--- config.mk ---
export PLATFORM = sky130hd
export DESIGN_NAME = gbs_front
export DESIGN_NICKNAME = d
export VERILOG_FILES = /design/src/hdl/gbs_pkg.sv /design/src/hdl/gbs_front.sv
export SDC_FILE = /design/constraint.sdc
export NUM_CORES = 1
export LEC_CHECK = 0
export ABC_AREA = 1
export BUFFER_PORTS_ARGS = -buffer_cell sky130_fd_sc_hd__buf_4
export CAP_MARGIN = 20
export CORE_MARGIN = 3
export CORE_UTILIZATION = 54
export CTS_BUF_LIST = sky130_fd_sc_hd__clkbuf_8
export CTS_CLUSTER_SIZE = 12
export DETAILED_ROUTE_END_ITERATION = 8
export GPL_TIMING_DRIVEN = 0
export PLACE_DENSITY = 0.78
export SLEW_MARGIN = 20
export SYNTH_ARGS = -nofsm -noshare
export SYNTH_HDL_FRONTEND = slang
export SYNTH_SLANG_ARGS = --single-unit
--- constraint.sdc ---
create_clock -name clk -period 2.75 [get_ports clk]
set_input_delay 0.55 -clock clk [delete_from_list [all_inputs] [get_ports clk]]
set_output_delay 0.55 -clock clk [all_outputs]
set_load 0.01 [all_outputs]
--- src/hdl/gbs_pkg.sv ---
// Shared types and constants of the Gaussian background subtraction block.
`default_nettype none
package gbs_pkg;

  // Field widths of the item channels.
  localparam int OP_W = 2;
  localparam int IDX_W = 17;
  localparam int PIX_W = 8;

  // Register widths.
  localparam int FRAMES_W = 9;
  localparam int ALPHA_W = 9;
  localparam int BETA_W = 8;

  // Datapath widths.
  localparam int SUM_W = 16;
  localparam int SQ_W = 40;
  localparam int MEAN_DIV_W = 24;
  localparam int AD_W = 16;
  localparam int ADSQ_W = 2 * AD_W;
  localparam int ROOT_W = 20;
  localparam int PROD_W = ALPHA_W + ROOT_W + 1;

  // Configuration port.
  localparam int APB_AW = 4;
  localparam int APB_DW = 32;

  // Depth of the queue between the front and the back.
  localparam int QUEUE_DEPTH = 4;

  // Operation codes.
  localparam logic [OP_W-1:0] OP_LEARN_MEAN = 2'd0;
  localparam logic [OP_W-1:0] OP_LEARN_SPREAD = 2'd1;
  localparam logic [OP_W-1:0] OP_CLASSIFY = 2'd2;

  // Register indexes (byte address divided by four).
  localparam logic [1:0] REG_TRAINING_FRAMES = 2'd0;
  localparam logic [1:0] REG_ALPHA_GAIN = 2'd1;
  localparam logic [1:0] REG_BETA_OFFSET = 2'd2;

  // Register reset values.
  localparam logic [FRAMES_W-1:0] TRAINING_FRAMES_RST = 9'd150;
  localparam logic [ALPHA_W-1:0] ALPHA_GAIN_RST = 9'd253;
  localparam logic [BETA_W-1:0] BETA_OFFSET_RST = 8'd3;

  typedef struct packed {
    logic [OP_W-1:0] operation;
    logic [IDX_W-1:0] pixel_index;
    logic [PIX_W-1:0] pixel_value;
  } in_item_t;

  typedef struct packed {
    logic [IDX_W-1:0] result_index;
    logic foreground;
  } out_item_t;

  typedef struct packed {
    logic [FRAMES_W-1:0] frames;
    logic [ALPHA_W-1:0] alpha;
    logic [BETA_W-1:0] beta;
  } cfg_t;

  // One item as the front hands it to the back.
  typedef struct packed {
    logic [OP_W-1:0] op;
    logic in_frame;
    logic [IDX_W-1:0] idx;
    logic [PIX_W-1:0] pix;
  } work_t;

  typedef struct packed {
    logic avail;
    work_t item;
  } fq_t;

  typedef struct packed {
    logic pop;
    logic clearing;
  } bk_ctl_t;

  // Payload that rides along the mean divider.
  typedef struct packed {
    logic [OP_W-1:0] op;
    logic in_frame;
    logic [IDX_W-1:0] idx;
    logic [PIX_W-1:0] pix;
    logic [SQ_W-1:0] sq;
  } sb1_t;

  // Payload that rides along the variance divider and the root unit.
  typedef struct packed {
    logic in_frame;
    logic [IDX_W-1:0] idx;
    logic [AD_W-1:0] ad;
  } sb2_t;

endpackage
`default_nettype wire

--- src/hdl/gbs_front.sv ---
// Front part: accepts items, sorts out those that do nothing, and queues the rest.
`default_nettype none
module gbs_front #(
  parameter int FRAME_WIDTH = 320,
  parameter int FRAME_HEIGHT = 240
) (
  input  wire logic clk,
  input  wire logic rst_n,
  input  wire logic push,
  output logic full,
  input  wire gbs_pkg::in_item_t in_item,
  input  wire gbs_pkg::bk_ctl_t ctl,
  output gbs_pkg::fq_t fq
);

  localparam int PIXEL_COUNT = FRAME_WIDTH * FRAME_HEIGHT;
  localparam int PW = $clog2(gbs_pkg::QUEUE_DEPTH);
  localparam int CW = PW + 1;

  gbs_pkg::work_t q_r [gbs_pkg::QUEUE_DEPTH];
  logic [PW-1:0] wr_r, wr_nxt;
  logic [PW-1:0] rd_r, rd_nxt;
  logic [CW-1:0] cnt_r, cnt_nxt;
  logic accept;
  logic keep;
  logic in_frame;
  logic enq;
  logic deq;

  assign full = (cnt_r == CW'(gbs_pkg::QUEUE_DEPTH)) || ctl.clearing;
  assign accept = push && !full;
  assign in_frame = 32'(in_item.pixel_index) < 32'(PIXEL_COUNT);

  // Learning outside the frame and unknown operations leave no trace.
  always_comb begin
    case (in_item.operation) inside
      gbs_pkg::OP_LEARN_MEAN, gbs_pkg::OP_LEARN_SPREAD: keep = in_frame;
      gbs_pkg::OP_CLASSIFY: keep = 1'b1;
      default: keep = 1'b0;
    endcase
  end

  assign enq = accept && keep;
  assign deq = ctl.pop;

  // Queue pointers and fill count.
  always_comb begin
    wr_nxt = enq ? wr_r + 1'b1 : wr_r;
    rd_nxt = deq ? rd_r + 1'b1 : rd_r;
    cnt_nxt = cnt_r;
    if (enq && !deq) begin
      cnt_nxt = cnt_r + 1'b1;
    end else if (!enq && deq) begin
      cnt_nxt = cnt_r - 1'b1;
    end
  end

  always_ff @(posedge clk) begin
    if (!rst_n) begin
      wr_r <= '0;
      rd_r <= '0;
      cnt_r <= '0;
    end else begin
      wr_r <= wr_nxt;
      rd_r <= rd_nxt;
      cnt_r <= cnt_nxt;
    end
  end

  // Queue storage.
  always_ff @(posedge clk) begin
    if (enq) begin
      q_r[wr_r] <= '{op: in_item.operation, in_frame: in_frame,
                     idx: in_item.pixel_index, pix: in_item.pixel_value};
    end
  end

  assign fq.avail = cnt_r != '0;
  assign fq.item = q_r[rd_r];

endmodule
`default_nettype wire

Word-level counts from Yosys, hierarchy flattened
Memory sizes are Yosys's and may differ from the RTL's. A register that Yosys moved wholly into a read port is not among the register bits.
Index checks and enable logic that the tools add are counted.
Widths: inputs -> output; s select.
- output and inout port bits: 30
- memories kept: 1
- bits in writable memories: 112
- word-level logic and storage cells: 32
- flip-flop bits (word level): 7
- bits of input ports: 32
- memories (memory ; depth ; bits a word ; read ports ; clocked after Yosys merged registers in ; write ports ; line ; RTL):
    q_r ; 4 ; 28 ; 1 ; 1 ; 1 ; gbs_front.sv:20 ; gbs_pkg::work_t q_r [gbs_pkg::QUEUE_DEPTH];
- equal/unequal tests: 3
- mux-type cells: 8
- order comparisons: 1
- reduce and logical (&&, ||, !) cells: 12
- $add $sub $neg: 4
- operators by type and width (operator ; count):
    $lt 17x17->1 const B ; 1
    $mux 3 ; 2
    $add 2x1->2 const B ; 2
    $logic_and 1x1->1 ; 4
    $mux 1 ; 4
    $mux 2 ; 2
    $add 3x1->3 const B ; 1
    $eq 3x3->1 const B ; 1
    $logic_not 1->1 ; 3
    $reduce_bool 3->1 ; 1
    $sub 3x1->3 const B ; 1
    $eq 2x1->1 const B ; 1
    $eq 2x2->1 const B ; 1
    $logic_not 2->1 ; 1
    $reduce_bool 2->1 ; 1
    $reduce_or 2->1 ; 1
    $logic_or 1x1->1 ; 1

Logic depth before layout (Yosys ltp)
Gate-level depths: netlist (run 1).
- depth after elaboration: 9
- mapped depth: 15

Least setup slack after synthesis (run 1)
OpenSTA, ideal clock, no wires.
- path kind: input to register
- from: in in_item[23] (netlist name)
- to: mem q_r[1][0] (netlist name), enable pin
- path buffers: 0
- arrival time: 2196 ps
- stages on the path: 5
- library setup time: 413 ps
- setup slack: 141 ps
- cell sequence: o21ai_0 > nand2_1 > nand2_1 > nand2_2 > nor2_1
- cells in the longest elaborated chain, start to end: 5
- ends and longest elaborated chain (item ; line ; RTL):
    start, declared ; gbs_front.sv:11 ; input wire gbs_pkg::in_item_t in_item,
    $lt 17x17->1 ; gbs_front.sv:32 ; assign in_frame = 32'(in_item.pixel_index) < 32'(PIXEL_COUNT);
    $mux 1 ; gbs_front.sv:36 ; case (in_item.operation) inside
    $logic_and 1x1->1 ; gbs_front.sv:43 ; assign enq = accept && keep;
    $mux 1 ; gbs_front.sv:72 ; if (enq) begin
    $mux 1 (implied by the code) ; gbs_front.sv:73 ; q_r[wr_r] <= '{op: in_item.operation, in_frame: in_frame,
    end, declared ; gbs_front.sv:20 ;
No other way between the ends.

==> metrics.md, run 1 <==
| Metric | Value |
|---|---|
| Post CTS Setup Buffer Count | 0 |
| DRC violations left | 0 |
| Number of global-route vias before repair | a little over 3,000 |
| Initial Util | between 50% and 60% |
| Max-Cap Viols | 0 |
| Clock Latency Late Sink | 0.42 ns |
| FF+latch count, synth | between 100 and 150 |
| Io pins | 62 |
| Synth unique cells | 21 |
| Initial antenna violation count | 0 |
| Gp weighted congestion | 0.754 |
| Synth Flop Type | edfxtp_1 |
| NumNets Final | 470 |
| Tightest Pin Transition | 0.615 ns |
| Hold Buf Count CTS | 0 |
| Period utilization | ~89% |
| Post-Synthesis Cells | 348 |
| Slew Viols, Final | 0 |
| CTS H-tree lvls | 4 |
| Status | finished, final reports clean |
| Worst hold path type | in2reg |
| Clk root buf | clkbuf_8 |
| Synth warn | 0 |
| DP Area | 5560 µm² |
| Final wirelength | 9.56 mm |
| Area taken by multi-input logic gates | between 1000 and 1500 µm² |
| Final setup viols | 0 |
| PwrDens | 671 nW/µm² |
| GRT Total Usage | 20.3% |
| Vias/cell | 5.49 |
| Share of cells above drive strength 1 | a little over a third |
| Clock Tree Buf Depth | 2 |
| Unrepaired setup endpoints after global routing | no |
| WP data arrival | 1.89 ns |
| Wirelength per Cell | roughly 17 µm |
| Synth cell count leaders | edfxtp_1, nor2_1, o21ai_0 |
| Critical Path Fanout Max | 10 |
| Critical path launch point type | register |
| CP endpoint kind | output pin |
| Leakage power | between 2 and 2.5 nW |
| Clock net sink count | 121 |
| First-pass GRT wire length | 15.1 mm |
| Syn Std Cell Area | 4850 µm² |
| Grt ovf | 0 |
| P&R area growth vs syn | 22.2% |
| DIE WIDTH | 101 µm |
| Relative slew slack | 58.9% |
| WP data required | 2.20 ns |
| Site Rows | 33 |
| Number of enable flip-flop cells after synthesis | 112 |
| Fill cells | 570 |
| Final hold vios | 0 |
| DR iter-0 viols | 189 |
| Register area share after synthesis | 73.1% |
| Core area | 8460 µm² |
| Initial DRT Pass Iterations | 4 |
| Storage element area | 3540 µm² |
| IO buf count | 61 |
| Max Clk Rate | 411 MHz |
| Remaining antenna violation count | 0 |
| DPL Wire Length | around 6 mm |
| CTS tree | done |
| Vias | just over 3,000 |
| Syn Area/Cell | 13.9 µm² |
| Post-synth ARST share | 0% |
| DIE AREA | 10,200 µm² |
| Setup Crit Path Kind | reg2out |
| Die height | 101 µm |
| PostCTS Resize Cnt | 0 |
| Post-route cell area | 5930 µm² |
| Count leader, synth | edfxtp_1 |
| Number of diodes | 0 |
| Yosys top cell by area | edfxtp_1 |
| Period minus WS final | 2.44 ns |
| Pwr Total | 0.00398 W |
| Final Skew | 0.00534 ns |
| Cells taking the most area after synthesis | edfxtp_1, o21ai_0, o22ai_2, nor2_1, dfxtp_1 |
| R2r setup slk | 0.59 ns |
| Post-Syn Nets | 386 |
| Largest net degree at the start of global routing | 25 |
| Clock Pin Slew Worst Setup and Hold Paths | 0.07 ns |
| Post-synth top area share | 69.3% |
| VDD IR-drop max | 0.433 mV |
| Total CTS buffers | 17 |
-- through the flow --
step	std cells	worst slack, ns	utilization, %	hold WS (ns)	setup TNS (ns)
after floorplan	348	0.141	-	0.412	0
after global placement	514	-0.950	64.3	0.424	-97.30
after detailed placement	518	0.200	65.7	0.436	0
after CTS	550	0.289	70.0	0.298	0
after global routing	550	0.154	70.0	0.297	0
final	550	0.315	70.0	0.320	0
-- placed cells by master (no fill, tap or decap) --
| cell type | netlist | layout |
|---|---|---|
| nor2_4 | 0 | 4 |
| clkinv_1 | 0 | 2 |
| a21oi_1 | 5 | 5 |
| o22ai_1 | 10 | 10 |
| buf_4 | 0 | 61 |
| buf_16 | 0 | 2 |
| clkbuf_1 | 5 | 5 |
| nor2_1 | 51 | 47 |
| bufinv_16 | 0 | 2 |
| nor2_2 | 19 | 19 |
| dfxtp_1 | 9 | 9 |
| o21ai_0 | 49 | 49 |
| fa_1 | 1 | 1 |
| o21ai_2 | 4 | 4 |
| nand2_1 | 16 | 16 |
| inv_6 | 0 | 1 |
| o22ai_2 | 18 | 18 |
| inv_1 | 15 | 16 |
| clkinv_2 | 0 | 5 |
| o21ai_1 | 9 | 9 |
| clkbuf_8 | 0 | 17 |
| inv_2 | 5 | 5 |
| buf_8 | 2 | 3 |
| ha_1 | 5 | 5 |
| buf_2 | 6 | 6 |
| nand3_1 | 2 | 2 |
| nand2_2 | 1 | 1 |
| buf_6 | 4 | 4 |
| clkinvlp_4 | 0 | 4 |
| buf_12 | 0 | 1 |
| edfxtp_1 | 112 | 112 |
-- state kept, by name, indices dropped and copies added, names as in the netlist, named ones only --
signal / count
wr_r: 2
cnt_r: 3
rd_r: 2
q_r: 112
-- logic make-up (layout without fill, tap and decap cells) --
| family | count (synthesis) | after routing | share of synthesized area (%) |
|---|---|---|---|
| DFF | 121 | 121 | 73.1 |
| AOI/OAI and AO/OA | 95 | 95 | 13.2 |
| and+or+nand+nor | 89 | 89 | 7.97 |
| buffers and inverters | 37 | 134 | 4.10 |
| adders and majority gates | 6 | 6 | 1.70 |
-- power breakdown --
group	switching [W]	internal, W	total (W)
registers	0.0000171	0.00205	0.00207
clock network	0.000666	0.000786	0.00145
logic	0.000259	0.000197	0.000456
total	0.000942	0.00304	0.00398
-- worst paths after layout --
check                                           start                     to  depth (start not counted)
worst max register to register  cnt_r[0]$_SDFFE_PN0P_  cnt_r[2]$_SDFFE_PN0P_                         13
worst max-delay path                         register                  fq[9]                          5
worst min-delay path                      in_item[13]   q_r[3][13]$_DFFE_PP_                          1
worst min register to register   rd_r[1]$_SDFFE_PN0P_               register                          1
-- critical path, cell delays in order (launching register included) --
cell,delay [ns]
dfxtp_1,0.32
inv_2,0.15
clkbuf_1,0.47
o21ai_0,0.22
o22ai_2,0.15
buf_4,0.15
-- per-layer routing --
| metal | vias up | global-route usage [%] | share of wire (%) |
|---|---|---|---|
| met3 | 16 | 5.54 | 6.2 |
| met5 | - | 0 | 0 |
| met2 | 98 | 33.5 | 53 |
| li1 | 1436 | - | - |
| met4 | 0 | 11.2 | 1.7 |
| met1 | 1470 | 24.0 | 40 |
-- cell type report --
cell class / count / area share [%]
clock inverter: 15 / 2.28
multi-input combinational: 190 / 19.2
tap: 105 / 2.22
timing repair buffer: 65 / 9.24
buffer: 17 / 2.09
inverter: 20 / 1.27
clock buffer: 17 / 3.95
sequential: 121 / 59.8
Power figures use the tool's default switching activity.
==> run 2, diff against run 1 <==
--- a/config.mk
+++ b/config.mk
@@ -8,6 +8,7 @@
 export ABC_AREA = 1
 export BUFFER_PORTS_ARGS = -buffer_cell sky130_fd_sc_hd__buf_4
 export CAP_MARGIN = 20
+export CORE_ASPECT_RATIO = 0.7
 export CORE_MARGIN = 3
 export CORE_UTILIZATION = 54
 export CTS_BUF_LIST = sky130_fd_sc_hd__clkbuf_8
==> run 2 against run 1 <==
Against the previous run:
- core utilization hardly changed
- first-iteration DRC count is 51% higher
- combinational power is 0.9% higher
- critical path depth is 1 higher
- sequential power hardly changed
- design area is 1.5% higher
- die area is 0.19% higher
- register-to-register slack hardly changed
- cell count is 2.7% higher
- largest cell class unchanged
==> metrics.md, run 2 (same netlist as run 1, synthesis figures left out) <==
| Metric | Value |
|---|---|
| Critical path launch point type | register |
| Setup Crit Path Kind | reg2out |
| Worst hold path type | in2reg |
| Total CTS buffers | 17 (unchanged) |
| R2r setup slk | 0.58 ns (about the same) |
| Unrepaired setup endpoints after global routing | no |
| Wirelength per Cell | 17.5 µm (+0.55%) |
| Core area | 8580 µm² (+1.4%) |
| Slew Viols, Final | 0 (unchanged) |
| NumNets Final | 470 (unchanged) |
| Largest register FFs | 112 (unchanged) |
| Max-Cap Viols | 0 (unchanged) |
| Power Internal | 0.00330 W (+8.8%) |
| CTS tree | done |
| Final hold vios | 0 (unchanged) |
| Number of global-route vias before repair | 3,020 (-2.6%) |
| Initial Util | 56.5% (-0.79 points) |
| Largest Register | q_r |
| Io pins | 62 (unchanged) |
| Vias/cell | 5.41 (-1.6%) |
| Hold Buf Count CTS | 0 (unchanged) |
| Gp weighted congestion | 0.753 (-0.21%) |
| Biggest regs | q_r x112, cnt_r x3 |
| RR Endpoint | cnt_r[2]$_SDFFE_PN0P_ |
| Final wirelength | 9.87 mm (+3.3%) |
| Logic pwr share | 10.9% (-0.6 points) |
| DIE WIDTH | 119 µm (+18%) |
| Vias | 3,054 (+1.1%) |
| Period utilization | 87.7% (-0.81 points) |
| Clock Pin Slew Worst Setup and Hold Paths | 0.07 ns (about the same) |
| Critical Path Fanout Max | 10 (unchanged) |
| Hold worst-path end | q_r[1][8]$_DFFE_PP_ |
| IO buf count | 61 (unchanged) |
| Die height | 85.3 µm (-15%) |
| Leakage power | 2.20 nW (+2.1%) |
| Part of the power in registers | 49.1% (-3.0 points) |
| Pwr Total | 0.00422 W (+6.0%) |
| P&R area growth vs syn | 24.0% |
| Most common cell after layout, fill and taps aside | edfxtp_1 |
| Initial DRT Pass Iterations | 5 (+1) |
| Grt ovf | 0 (unchanged) |
| PwrDens | 702 nW/µm² (+4.5%) |
| Switching power | 0.000916 W (-2.8%) |
| GRT Total Usage | 20.3% (about the same) |
| Switching Share | 21.7% (-2.0 points) |
| Cell count of the worst reg-to-reg path | 14 (+1) |
| Reg2reg start | cnt_r[0]$_SDFFE_PN0P_ |
| Period minus WS final | 2.41 ns (-0.0223 ns) |
| Final Skew | 0.0109 ns (+0.00554 ns) |
| CP endpoint kind | output pin |
| Site Rows | 28 (-15%) |
| DIE AREA | 10,200 µm² (+0.19%) |
| DR iter-0 viols | 285 (+51%) |
| Final non-filler cell total | 565 (+2.7%) |
| Post CTS Setup Buffer Count | 0 (unchanged) |
| Final setup viols | 0 (unchanged) |
| First-pass GRT wire length | 15.6 mm (+3.4%) |
| DRC violations left | 0 (unchanged) |
| Largest net degree at the start of global routing | 23 (-8.0%) |
| Number of diodes | 0 (unchanged) |
| CTS H-tree lvls | 4 (unchanged) |
| Share of cells above drive strength 1 | 34.2% (-1.1 points) |
| Clock net sink count | 121 (unchanged) |
| DPL Wire Length | 6.41 mm (+6.6%) |
| Post-Place Cells | 533 (+2.9%) |
| Clk pwr share | 40.0% (+3.5 points) |
| Clk root buf | clkbuf_8 |
| Hold Slack | 0.335 ns (+0.0152 ns) |
| PostCTS Resize Cnt | 0 (unchanged) |
| Commonest non-fill, non-tap cells in the layout | edfxtp_1, buf_4, o21ai_0, nor2_1, nor2_2 |
| Clock Latency Late Sink | 0.42 ns (about the same) |
| Finished Core Util | 70.1% (about the same) |
| Clock Tree Buf Depth | 2 (unchanged) |
| Tightest Pin Transition | 0.558 ns (-0.0565 ns) |
| HP Start | in_item[8] |
| Relative slew slack | 62.8% (+3.9 points) |
| VDD IR-drop max | 0.465 mV (+7.5%) |
| Worst Hold Path Cells | 1 (unchanged) |
| Initial antenna violation count | 0 (unchanged) |
| Max Clk Rate | 414 MHz (+0.92%) |
| WP data arrival | 1.86 ns (-0.03 ns) |
| Status | finished, final reports clean |
| Remaining antenna violation count | 0 (unchanged) |
| WP data required | 2.20 ns (about the same) |
==> run 2: changes by cell type in the layout (fill, tap and decap cells not counted), sizes merged <==
cell,before,now
inv,22,23
bufinv,2,5
clkinvlp,4,0
==> run 2: power groups by stage <==
stage | Combinational (W) | Clock, W | Sequential (W)
2_1_floorplan | 0.000244 | 0 | 0.00211
3_3_place_gp | 0.000436 | 0 | 0.00211
3_5_place_dp | 0.000461 | 0 | 0.00211
4_1_cts | 0.000464 | 0.00171 | 0.00207
5_1_grt | 0.000500 | 0.00180 | 0.00207
6_report | 0.000460 | 0.00169 | 0.00207
==> run 2: worst max-delay path, cell delays in order (launching register included) <==
cell	delay, ns
dfxtp_1	0.35
buf_6	0.15
inv_2	0.06
clkbuf_1	0.41
o21ai_0	0.18
o22ai_2	0.15
buf_4	0.15
==> run 2: layout make-up <==
| cell class | count | area (µm²) |
|---|---|---|
| Buffer | 17 | 124 |
| Clock buffer | 17 | 234 |
| Clock inverter | 15 | 190 |
| Fill cell | 582 | 2570 |
| Inverter | 20 | 75.1 |
| Multi-Input combinational cell | 190 | 1140 |
| Sequential cell | 121 | 3540 |
| Tap cell | 120 | 150 |
| Timing Repair Buffer | 65 | 561 |
==> run 2: routing by layer <==
layer	vias up	routed length [µm]	part of all wire, %	global-route usage (%)
met2	112	4800	49	32.5
met3	8	721	7.3	5.86
met1	1496	4260	43	26.8
li1	1438	-	-	-
met5	-	0	0	0
met4	0	89	0.90	7.15
==> run 2: metrics by stage <==
stage / setup TNS [ns] / setup slack [ns] / area (µm²)
5_1_grt: 0 / 0.206 / 6010
2_1_floorplan: 0 / 0.141 / 4850
3_5_place_dp: 0 / 0.250 / 5590
4_1_cts: 0 / 0.318 / 6010
6_report: 0 / 0.337 / 6010
3_3_place_gp: -108.91 / -1.10 / 5460
==> run 2: worst max-delay path by stage <==
stage           startpoint                     to  slack (ns)  cells past startpoint
3_3_place_gp   in_item[23]    q_r[3][2]$_DFFE_PP_       -1.10                      6
6_report          register                  fq[6]        0.34                      6
2_1_floorplan  in_item[23]    q_r[1][0]$_DFFE_PP_        0.14                      5
3_5_place_dp   in_item[23]  cnt_r[2]$_SDFFE_PN0P_        0.25                     14
5_1_grt           register                 fq[14]        0.21                      6
4_1_cts           register                  fq[6]        0.32                      6
